$ cat config.mk
export PLATFORM = sky130hd
export DESIGN_NAME = modal_step_counter
export DESIGN_NICKNAME = d
export VERILOG_FILES = /design/src/design/mstc_pkg.sv /design/src/design/mstc_useq.sv /design/src/design/mstc_datapath.sv /design/src/design/modal_step_counter.sv
export VERILOG_INCLUDE_DIRS = /design/src /design/src/design
export SDC_FILE = /design/constraint.sdc
export NUM_CORES = 1
export LEC_CHECK = 0
export BUFFER_PORTS_ARGS = -buffer_cell sky130_fd_sc_hd__buf_2
export CAP_MARGIN = 15
export CORE_ASPECT_RATIO = 1.5
export CORE_MARGIN = 1
export CORE_UTILIZATION = 45
export DETAILED_ROUTE_END_ITERATION = 7
export SETUP_SLACK_MARGIN = 0.4
export SYNTH_ARGS = -nofsm -noshare
export SYNTH_HDL_FRONTEND = slang
export SYNTH_SLANG_ARGS = --single-unit
$ cat constraint.sdc
create_clock -name aclk -period 5 [get_ports aclk]
set_clock_uncertainty 0.1 [all_clocks]
set_input_delay 0.75 -clock aclk [delete_from_list [all_inputs] [get_ports aclk]]
set_output_delay 0.75 -clock aclk [all_outputs]
set_load 0.005 [all_outputs]
$ cat src/design/assert_macros.svh
// ----------------------------------------------------------------------------
// Assertion macros
// Clocked concurrent assertion helpers shared by the design files.
// ----------------------------------------------------------------------------
`ifndef ASSERT_MACROS_SVH
`define ASSERT_MACROS_SVH

// Property must hold at every clock edge outside reset.
`define ASSERT_AT(label, prop, msg) \
    label: assert property (@(posedge aclk) disable iff (!aresetn) prop) else $error(msg);

// Condition must never be seen at a clock edge outside reset.
`define ASSERT_NEVER(label, cond, msg) \
    label: assert property (@(posedge aclk) disable iff (!aresetn) !(cond)) else $error(msg);

`endif

$ cat src/design/mstc_pkg.sv
`timescale 1ns / 1ps
// ----------------------------------------------------------------------------
// mstc_pkg
// Types, codes and the microcode program of the modal step counter.
// ----------------------------------------------------------------------------
package mstc_pkg;

    localparam int DataW = 32;
    localparam int AccW  = 48;
    localparam int FracW = 16;
    localparam int BndW  = 31;
    localparam int UpcW  = 4;
    localparam int CntW  = 5;
    localparam int ProgLen = 13;

    typedef enum logic [1:0] {
        OP_TICK  = 2'd0,
        OP_RESET = 2'd1,
        OP_LOAD  = 2'd2
    } op_t;

    typedef enum logic [1:0] {
        CFG_MODULUS       = 2'd0,
        CFG_STEP_SIZE     = 2'd1,
        CFG_REFLECT_BOUND = 2'd2
    } cfg_idx_t;

    typedef enum logic [3:0] {
        UOP_NOP,
        UOP_FETCH,
        UOP_CLEAR,
        UOP_LOAD,
        UOP_MOD_INIT,
        UOP_DIV_STEP,
        UOP_MOD_FIX,
        UOP_STEP_ADD,
        UOP_REF_INIT,
        UOP_REF_FIX,
        UOP_PLAIN,
        UOP_EMIT
    } uop_t;

    typedef enum logic [2:0] {
        JMP_NEXT,
        JMP_ALWAYS,
        JMP_NO_ACCEPT,
        JMP_DISPATCH,
        JMP_DIV_MORE,
        JMP_OUT_BUSY
    } jmp_t;

    typedef logic [UpcW-1:0] upc_t;

    localparam upc_t A_FETCH    = 4'd0;
    localparam upc_t A_DECODE   = 4'd1;
    localparam upc_t A_CLEAR    = 4'd2;
    localparam upc_t A_LOAD     = 4'd3;
    localparam upc_t A_MOD_INIT = 4'd4;
    localparam upc_t A_MOD_DIV  = 4'd5;
    localparam upc_t A_MOD_FIX  = 4'd6;
    localparam upc_t A_STEP     = 4'd7;
    localparam upc_t A_REF_INIT = 4'd8;
    localparam upc_t A_REF_DIV  = 4'd9;
    localparam upc_t A_REF_FIX  = 4'd10;
    localparam upc_t A_PLAIN    = 4'd11;
    localparam upc_t A_EMIT     = 4'd12;

    typedef struct packed {
        uop_t uop;
        jmp_t jmp;
        upc_t target;
    } ctrl_word_t;

    typedef struct packed {
        uop_t uop;
        logic in_accept;
    } dp_ctrl_t;

    typedef struct packed {
        op_t  op;
        logic div_last;
        logic out_busy;
    } dp_status_t;

    typedef struct packed {
        logic [DataW-1:0] modulus;
        logic [DataW-1:0] step_size;
        logic [BndW-1:0]  reflect_bound;
    } cfg_t;

    function automatic ctrl_word_t ucode_rom(upc_t addr);
        ctrl_word_t cw;
        unique case (addr)
            A_FETCH:    cw = '{uop: UOP_FETCH,    jmp: JMP_NO_ACCEPT, target: A_FETCH};
            A_DECODE:   cw = '{uop: UOP_NOP,      jmp: JMP_DISPATCH,  target: A_FETCH};
            A_CLEAR:    cw = '{uop: UOP_CLEAR,    jmp: JMP_ALWAYS,    target: A_FETCH};
            A_LOAD:     cw = '{uop: UOP_LOAD,     jmp: JMP_ALWAYS,    target: A_FETCH};
            A_MOD_INIT: cw = '{uop: UOP_MOD_INIT, jmp: JMP_NEXT,      target: A_FETCH};
            A_MOD_DIV:  cw = '{uop: UOP_DIV_STEP, jmp: JMP_DIV_MORE,  target: A_MOD_DIV};
            A_MOD_FIX:  cw = '{uop: UOP_MOD_FIX,  jmp: JMP_ALWAYS,    target: A_EMIT};
            A_STEP:     cw = '{uop: UOP_STEP_ADD, jmp: JMP_ALWAYS,    target: A_EMIT};
            A_REF_INIT: cw = '{uop: UOP_REF_INIT, jmp: JMP_NEXT,      target: A_FETCH};
            A_REF_DIV:  cw = '{uop: UOP_DIV_STEP, jmp: JMP_DIV_MORE,  target: A_REF_DIV};
            A_REF_FIX:  cw = '{uop: UOP_REF_FIX,  jmp: JMP_ALWAYS,    target: A_EMIT};
            A_PLAIN:    cw = '{uop: UOP_PLAIN,    jmp: JMP_NEXT,      target: A_FETCH};
            A_EMIT:     cw = '{uop: UOP_EMIT,     jmp: JMP_OUT_BUSY,  target: A_FETCH};
            default:    cw = '{uop: UOP_NOP,      jmp: JMP_ALWAYS,    target: A_FETCH};
        endcase
        return cw;
    endfunction

    function automatic upc_t dispatch(op_t op, cfg_t cfg);
        upc_t dest;
        unique case (op)
            OP_TICK: begin
                if (cfg.modulus != '0) begin
                    dest = A_MOD_INIT;
                end else if (cfg.step_size != '0) begin
                    dest = A_STEP;
                end else if (cfg.reflect_bound != '0) begin
                    dest = A_REF_INIT;
                end else begin
                    dest = A_PLAIN;
                end
            end
            OP_RESET: dest = A_CLEAR;
            OP_LOAD:  dest = A_LOAD;
            default:  dest = A_FETCH;
        endcase
        return dest;
    endfunction

endpackage

$ cat src/design/mstc_useq.sv
`timescale 1ns / 1ps
// ----------------------------------------------------------------------------
// mstc_useq
// Microsequencer: step counter, program table and jump logic.
// ----------------------------------------------------------------------------
`include "assert_macros.svh"

module mstc_useq (
    input  logic                 aclk,
    input  logic                 aresetn,
    input  logic                 s_valid,
    output logic                 s_ready,
    input  mstc_pkg::cfg_t       cfg,
    input  mstc_pkg::dp_status_t status,
    output mstc_pkg::dp_ctrl_t   ctrl
);
    import mstc_pkg::*;

    upc_t       upc_reg;
    upc_t       upc_next;
    ctrl_word_t cw;
    logic       accept;

    assign cw      = ucode_rom(upc_reg);
    assign s_ready = (cw.uop == UOP_FETCH);
    assign accept  = s_valid && s_ready;

    assign ctrl.uop       = cw.uop;
    assign ctrl.in_accept = accept;

    always_comb begin
        unique case (cw.jmp)
            JMP_NEXT:      upc_next = upc_reg + upc_t'(1);
            JMP_ALWAYS:    upc_next = cw.target;
            JMP_NO_ACCEPT: upc_next = accept ? upc_reg + upc_t'(1) : cw.target;
            JMP_DISPATCH:  upc_next = dispatch(status.op, cfg);
            JMP_DIV_MORE:  upc_next = status.div_last ? upc_reg + upc_t'(1) : cw.target;
            JMP_OUT_BUSY:  upc_next = status.out_busy ? upc_reg : cw.target;
            default:       upc_next = A_FETCH;
        endcase
    end

    always_ff @(posedge aclk) begin
        if (!aresetn) begin
            upc_reg <= A_FETCH;
        end else begin
            upc_reg <= upc_next;
        end
    end

    `ASSERT_AT(a_upc_in_program, upc_reg < upc_t'(ProgLen), "step counter left the program")
    `ASSERT_AT(a_accept_to_decode, accept |=> upc_reg == A_DECODE, "accepted beat not decoded")

endmodule

$ cat src/design/mstc_datapath.sv
`timescale 1ns / 1ps
// ----------------------------------------------------------------------------
// mstc_datapath
// Count and accumulator state, shared bit-serial remainder unit, result
// shaping and the output register.
// ----------------------------------------------------------------------------
`include "assert_macros.svh"

module mstc_datapath (
    input  logic                                  aclk,
    input  logic                                  aresetn,
    input  mstc_pkg::dp_ctrl_t                    ctrl,
    input  mstc_pkg::cfg_t                        cfg,
    input  logic [1:0]                            s_op,
    input  logic signed [mstc_pkg::DataW-1:0]     s_load_value,
    output mstc_pkg::dp_status_t                  status,
    output logic                                  m_valid,
    input  logic                                  m_ready,
    output logic signed [mstc_pkg::AccW-1:0]      m_value
);
    import mstc_pkg::*;

    localparam logic signed [AccW:0] AccMax = {2'b00, {(AccW-1){1'b1}}};
    localparam logic signed [AccW:0] AccMin = {2'b11, {(AccW-1){1'b0}}};

    op_t               op_reg;
    logic [DataW-1:0]  lv_reg;
    logic [DataW-1:0]  count_reg,  count_next;
    logic [AccW-1:0]   acc_reg,    acc_next;
    logic [DataW-1:0]  dvd_reg,    dvd_next;
    logic [DataW:0]    dsr_reg,    dsr_next;
    logic [DataW:0]    rem_reg,    rem_next;
    logic [CntW-1:0]   cnt_reg,    cnt_next;
    logic              neg_reg,    neg_next;
    logic [AccW-1:0]   res_reg,    res_next;
    logic              out_valid_reg, out_valid_next;
    logic [AccW-1:0]   out_value_reg;
    logic              out_busy;

    logic [DataW-1:0]  count_inc;
    logic [DataW-1:0]  count_abs;
    logic [DataW-1:0]  mod_abs;
    logic [DataW+1:0]  ref_sum;
    logic [DataW+1:0]  ref_abs;
    logic [DataW+1:0]  trial;
    logic [DataW+2:0]  diff;
    logic [DataW-1:0]  rt;
    logic [DataW-1:0]  mod_res;
    logic              v_low;
    logic [DataW+1:0]  ref_a;
    logic [DataW+1:0]  ref_b;
    logic [DataW-1:0]  ref_res;
    logic [AccW:0]     acc_sum;
    logic [AccW-1:0]   acc_sat;
    logic [FracW-1:0]  load_int;

    assign out_busy = out_valid_reg && !m_ready;

    assign status.op       = op_reg;
    assign status.div_last = &cnt_reg;
    assign status.out_busy = out_busy;

    assign m_valid = out_valid_reg;
    assign m_value = out_value_reg;

    always_comb begin
        count_inc = count_reg + DataW'(1);
        count_abs = count_reg[DataW-1] ? -count_reg : count_reg;
        mod_abs   = cfg.modulus[DataW-1] ? -cfg.modulus : cfg.modulus;

        ref_sum = {{2{count_inc[DataW-1]}}, count_inc} + {3'b000, cfg.reflect_bound};
        ref_abs = ref_sum[DataW+1] ? -ref_sum : ref_sum;

        trial = {rem_reg, dvd_reg[DataW-1]};
        diff  = {1'b0, trial} - {2'b00, dsr_reg};

        rt = neg_reg ? -rem_reg[DataW-1:0] : rem_reg[DataW-1:0];
        if (rt != '0 && rt[DataW-1] != cfg.modulus[DataW-1]) begin
            mod_res = rt + cfg.modulus;
        end else begin
            mod_res = rt;
        end

        v_low   = rem_reg <= {1'b0, cfg.reflect_bound, 1'b0};
        ref_a   = {1'b0, rem_reg} - {3'b000, cfg.reflect_bound};
        ref_b   = {2'b00, cfg.reflect_bound, 1'b0} + {3'b000, cfg.reflect_bound}
                  - {1'b0, rem_reg};
        ref_res = v_low ? ref_a[DataW-1:0] : ref_b[DataW-1:0];

        acc_sum = {acc_reg[AccW-1], acc_reg}
                  + {{(AccW-DataW+1){cfg.step_size[DataW-1]}}, cfg.step_size};
        if (acc_sum[AccW] != acc_sum[AccW-1]) begin
            acc_sat = acc_sum[AccW] ? AccMin[AccW-1:0] : AccMax[AccW-1:0];
        end else begin
            acc_sat = acc_sum[AccW-1:0];
        end

        load_int = lv_reg[DataW-1:FracW]
                   + FracW'(lv_reg[DataW-1] && lv_reg[FracW-1:0] != '0);
    end

    always_comb begin
        count_next = count_reg;
        acc_next   = acc_reg;
        dvd_next   = dvd_reg;
        dsr_next   = dsr_reg;
        rem_next   = rem_reg;
        cnt_next   = cnt_reg;
        neg_next   = neg_reg;
        res_next   = res_reg;
        unique case (ctrl.uop)
            UOP_CLEAR: begin
                count_next = '0;
                acc_next   = '0;
            end
            UOP_LOAD: begin
                count_next = {{(DataW-FracW){load_int[FracW-1]}}, load_int};
                acc_next   = {{(AccW-DataW){lv_reg[DataW-1]}}, lv_reg};
            end
            UOP_MOD_INIT: begin
                count_next = count_inc;
                dvd_next   = count_abs;
                dsr_next   = {1'b0, mod_abs};
                rem_next   = '0;
                cnt_next   = '0;
                neg_next   = count_reg[DataW-1];
            end
            UOP_REF_INIT: begin
                count_next = count_inc;
                dvd_next   = ref_abs[DataW-1:0];
                dsr_next   = {cfg.reflect_bound, 2'b00};
                rem_next   = '0;
                cnt_next   = '0;
                neg_next   = 1'b0;
            end
            UOP_DIV_STEP: begin
                rem_next = diff[DataW+2] ? trial[DataW:0] : diff[DataW:0];
                dvd_next = {dvd_reg[DataW-2:0], 1'b0};
                cnt_next = cnt_reg + CntW'(1);
            end
            UOP_MOD_FIX: begin
                res_next = {mod_res, {FracW{1'b0}}};
            end
            UOP_REF_FIX: begin
                res_next = {ref_res, {FracW{1'b0}}};
            end
            UOP_STEP_ADD: begin
                count_next = count_inc;
                acc_next   = acc_sat;
                res_next   = acc_sat;
            end
            UOP_PLAIN: begin
                count_next = count_inc;
                res_next   = {count_reg, {FracW{1'b0}}};
            end
            default: begin
            end
        endcase
    end

    always_comb begin
        if (ctrl.uop == UOP_EMIT && !out_busy) begin
            out_valid_next = 1'b1;
        end else if (out_valid_reg && m_ready) begin
            out_valid_next = 1'b0;
        end else begin
            out_valid_next = out_valid_reg;
        end
    end

    always_ff @(posedge aclk) begin
        if (!aresetn) begin
            count_reg     <= '0;
            acc_reg       <= '0;
            out_valid_reg <= 1'b0;
        end else begin
            count_reg     <= count_next;
            acc_reg       <= acc_next;
            out_valid_reg <= out_valid_next;
        end
    end

    always_ff @(posedge aclk) begin
        if (ctrl.in_accept) begin
            op_reg <= op_t'(s_op);
            lv_reg <= s_load_value;
        end
        if (ctrl.uop == UOP_EMIT && !out_busy) begin
            out_value_reg <= res_reg;
        end
        dvd_reg <= dvd_next;
        dsr_reg <= dsr_next;
        rem_reg <= rem_next;
        cnt_reg <= cnt_next;
        neg_reg <= neg_next;
        res_reg <= res_next;
    end

    `ASSERT_AT(a_rem_below_divisor,
        (ctrl.uop == UOP_MOD_FIX || ctrl.uop == UOP_REF_FIX) |-> rem_reg < dsr_reg,
        "remainder not below divisor after division")
    `ASSERT_AT(a_pending_result_kept,
        (ctrl.uop == UOP_EMIT && out_busy) |=> $stable(out_value_reg),
        "pending result overwritten")

endmodule

$ cat src/design/modal_step_counter.sv
`timescale 1ns / 1ps
// ----------------------------------------------------------------------------
// modal_step_counter
// Tick counter with modulus, step-accumulator, reflect and plain output modes,
// run by a microcoded sequencer over a shared bit-serial remainder unit.
//
//   Channel  Dir  Ports                                  Beat
//   s_       in   s_valid s_ready s_op s_load_value       one command
//   m_       out  m_valid m_ready m_value                 one tick result
//   cfg_     in   cfg_valid cfg_ready cfg_index cfg_data  one register write
//
// Every command is fetched and decoded; a tick ends with an emit step, and in
// modulus or reflect mode it runs 32 remainder steps of the shared unit before it.
// A result waits in the output register; the next command is taken meanwhile,
// and a following tick stalls in its emit step until the result is taken.
// Reset is synchronous, active low, and clears count, accumulator and registers.
// Configuration writes are taken every cycle.
// ----------------------------------------------------------------------------
module modal_step_counter (
    input  logic                                  aclk,
    input  logic                                  aresetn,
    input  logic                                  s_valid,
    output logic                                  s_ready,
    input  logic [1:0]                            s_op,
    input  logic signed [mstc_pkg::DataW-1:0]     s_load_value,
    output logic                                  m_valid,
    input  logic                                  m_ready,
    output logic signed [mstc_pkg::AccW-1:0]      m_value,
    input  logic                                  cfg_valid,
    output logic                                  cfg_ready,
    input  logic [1:0]                            cfg_index,
    input  logic [mstc_pkg::DataW-1:0]            cfg_data
);
    import mstc_pkg::*;

    logic [DataW-1:0] modulus_reg;
    logic [DataW-1:0] step_size_reg;
    logic [BndW-1:0]  reflect_bound_reg;
    cfg_t             cfg;
    dp_ctrl_t         ctrl;
    dp_status_t       status;

    assign cfg_ready = 1'b1;

    assign cfg.modulus       = modulus_reg;
    assign cfg.step_size     = step_size_reg;
    assign cfg.reflect_bound = reflect_bound_reg;

    always_ff @(posedge aclk) begin
        if (!aresetn) begin
            modulus_reg       <= '0;
            step_size_reg     <= '0;
            reflect_bound_reg <= '0;
        end else if (cfg_valid && cfg_ready) begin
            case (cfg_index)
                CFG_MODULUS:       modulus_reg       <= cfg_data;
                CFG_STEP_SIZE:     step_size_reg     <= cfg_data;
                CFG_REFLECT_BOUND: reflect_bound_reg <= cfg_data[BndW-1:0];
                default: begin
                end
            endcase
        end
    end

    mstc_useq u_useq (
        .aclk    (aclk),
        .aresetn (aresetn),
        .s_valid (s_valid),
        .s_ready (s_ready),
        .cfg     (cfg),
        .status  (status),
        .ctrl    (ctrl)
    );

    mstc_datapath u_datapath (
        .aclk         (aclk),
        .aresetn      (aresetn),
        .ctrl         (ctrl),
        .cfg          (cfg),
        .s_op         (s_op),
        .s_load_value (s_load_value),
        .status       (status),
        .m_valid      (m_valid),
        .m_ready      (m_ready),
        .m_value      (m_value)
    );

endmodule

==> metrics.md <==
| Metric | Value |
|---|---|
| Netlist cell types | 87 |
| Sw frac | 36.4% |
| DP HPWL | 102000 um |
| Post-Synthesis Cell Area | 33200 um^2 |
| Multi-input logic area | 22100 um^2 |
| WL met2 | 64100 um |
| Row count | 121 |
| Fill cells | 6917 |
| Drt first pass iters | 6 |
| Worst slack, placed | -32.3 ps |
| Syn-to-layout area delta | 19.5% |
| Clk Tree Root Cell | clkbuf_16 |
| Largest net degree at the start of global routing | 94 |
| Die width | 224 um |
| Slew Limit Fails | 0 |
| Main combinational cell family by area after synthesis | compound AO/OA/AOI/OAI gates |
| Clock slew at reported path FFs | 70 ps |
| Commonest non-fill, non-tap cell in the layout | nand2_1 |
| NetSw | 0.00446 W |
| Final std cells w/o fill | 5253 |
| Fin. Hold Viols | 0 |
| CTS buffer count | 46 |
| Most common flop cell mapped by yosys | edfxtp_1 |
| Initial antenna violation count | 4 |
| Syn_area_per_cell | 8.39 um^2 |
| Worst Hold Class | input pin to flip-flop |
| Max Used Layer | met5 |
| FFs w/ async S/R, synth | 0% |
| EDFF count, synth | 234 |
| Ordered cell list for the critical path | or4_4, or3_4, buf_4, o41ai_4, xnor2_2, ha_4, and4_4, a41oi_1, nor2b_1, a311oi_2, buf_4, o21ba_4, o21ai_4, o21ai_2, nand2b_1, a21oi_1, a21oi_1, o221ai_1 |
| XOR/XNOR share of the synthesized area | 8.73% |
| Remaining antenna violation count | 0 |
| Internal power | 0.00780 W |
| Clock power frac | 30.5% |
| Synth Warn # | 0 |
| CP max-delay cell | or4_4 |
| Placed insts | 5108 |
| Leakage | 16.5 nW |
| Post-route DRC | 0 |
| Detailed Route Iter0 Violations | 2645 |
| Top-level port count | 124 |
| VDD IR max | 0.394 mV |
| Layout cells sized above 1 | 17.5% |
| Total clock sinks | 424 |
| Vias in the first global route | 30900 |
| Cells after synthesis | 3957 |
| Gr ovfl total | 0 |
| Crit Path Max Fanout | 5 |
| Unrepaired setup endpoints after global routing | yes |
| CTS tree | done |
| First-pass GRT wire length | 188000 um |
| Crit path time final | 4640 ps |
| Area share of fa/ha/maj cells after synthesis | 11.8% |
| Met3 WL | 7020 um |
| Register area | 10800 um^2 |
| Layout Nets | 4592 |
| P per Cell Area | 309 nW/um^2 |
| Via count | 31800 |
| Setup TNS | 0 ps |
| Most frequent cells in the layout | nand2_1 (508), a21oi_1 (370), buf_4 (290) |
| CP arrival | 4990 ps |
| Rel. slew slack | 25.4% |
| Setup CP Type | flip-flop to flip-flop |
| Starting Density | 45.6% |
| Clk_lat worst skew | 650 ps |
| Post-synthesis register bit count | 424 |
| Die Area | 74900 um^2 |
| Max Cap Violations | 0 |
| Core Box Area | 72800 um^2 |
| Max Freq | 0.216 GHz |
| WL met1 | 47800 um |
| Post-synthesis mux area share | 0.807% |
| Sequential element share of the synthesized area | 32.6% |
| Gr usage total | 33.6% |
| Setup-failing EPs final | 0 |
| Crit end category | flip-flop |
| Status | finished, final reports clean |
| Final WL | 129000 um |
| Startpoint types | flip-flop |
| Slowest stage delay, CP | 580 ps |
| Fin worst setup slack | 364 ps |
| H-tree levels | 2 |
| Clock buffer depth | 3 |
| Synth Area in Compound Gates | 23.9% |
| Gpl congestion | 1.04 |
| Worst-margin pin slew | 1110 ps |
| Port Buffers | 122 |
| Simple-Gate Fraction of Synth Area | 17.2% |
| WL/cell | 24.6 um |
| Seq pwr share | 35.6% |
| Die H | 335 um |
| Syn nets | 4321 |
| Post-route clock period utilization | 92.7% |
| Combinational share of power | 33.9% |
| Vias per cell | 6.05 |
| Req. time, crit path | 5350 ps |
## layer usage
metal,global-route usage (%),up-vias
met5,0,-
met2,59.9,1078
met1,37.4,15400
met4,23.0,4
li1,-,15000
met3,3.60,327
## power by group through the flow
stage | Clock [W] | Sequential [W] | Combinational [W]
global placement | 0 | 0.00441 | 0.00378
CTS | 0.00379 | 0.00434 | 0.00389
global route | 0.00390 | 0.00438 | 0.00449
floorplan | 0 | 0.00426 | 0.00259
detailed placement | 0 | 0.00442 | 0.00380
finish | 0.00374 | 0.00436 | 0.00416
## Yosys cell counts (73+ instances only)
cell / number / share of area (%)
nand3_1: 76 / 1.1
ha_1: 255 / 9.6
nand2_1: 512 / 5.8
o21ai_0: 235 / 3.5
xnor2_1: 176 / 4.6
edfxtp_1: 234 / 21
a21o_1: 104 / 2.4
inv_1: 216 / 2.4
nor2_1: 238 / 2.7
xor2_1: 155 / 4.1
a21oi_1: 390 / 5.9
dfxtp_1: 190 / 11
nor3_1: 73 / 1.1
clkbuf_1: 177 / 2.0
## metrics by stage
step	total power (W)	hold WS (ps)	area, um^2	util (%)
after floorplan	0.00685	300	33300	-
after global placement	0.00820	301	36300	49.9
after detailed placement	0.00822	305	36300	49.9
after CTS	0.0120	181	38300	52.6
after global routing	0.0128	188	39700	54.5
final	0.0123	200	39700	54.5
## worst max-delay path: cells and delay by family (launching register included)
kind,cells,cell delay (ps)
AO/OA/AOI/OAI,9,1730
XOR/XNOR,1,210
buffers and inverters,2,350
adder cells (fa/ha/maj),1,270
flip-flops,1,410
AND/OR/NAND/NOR,5,1400
## logic make-up after synthesis
| logic type | Yosys count |
|---|---|
| simple gates | 1226 |
| xor+xnor | 331 |
| fa+ha+maj | 292 |
| buf+inv | 421 |
| compound gates | 1236 |
| mux | 26 |
| other cells | 1 |
| flops | 424 |
## layout make-up
type                            instances  share of cell area (%)
Multi-Input combinational cell       3114                    55.8
Tap cell                              984                    3.10
Clock buffer                           67                    3.68
Timing Repair Buffer                  425                    7.52
Clock inverter                         19                   0.492
Inverter                              217                    2.06
Antenna cell                            3                  0.0189
Sequential cell                       424                    27.3
## path summary, 6_finish.rpt
check	start	endpoint	slack [ps]	depth (start not counted)
max	u_datapath.rem_reg[7]	u_datapath.res_reg[47]	360	18
min	s_load_value[14]	u_datapath.lv_reg[14]	200	1
max reg2reg	u_datapath.rem_reg[7]	u_datapath.res_reg[47]	360	18
min reg2reg	u_datapath.res_reg[41]	u_datapath.m_value[41]	310	0
## repair_timing
item	4_1_cts	5_1_grt
gates resized for setup	40	212
endpoints found under the setup margin	88	92
hold buffers	0	0
hold endpoints to repair	0	0
pin swaps	17	77
cloned	0	2
setup buffers	18	36
Power figures use the tool's default switching activity.
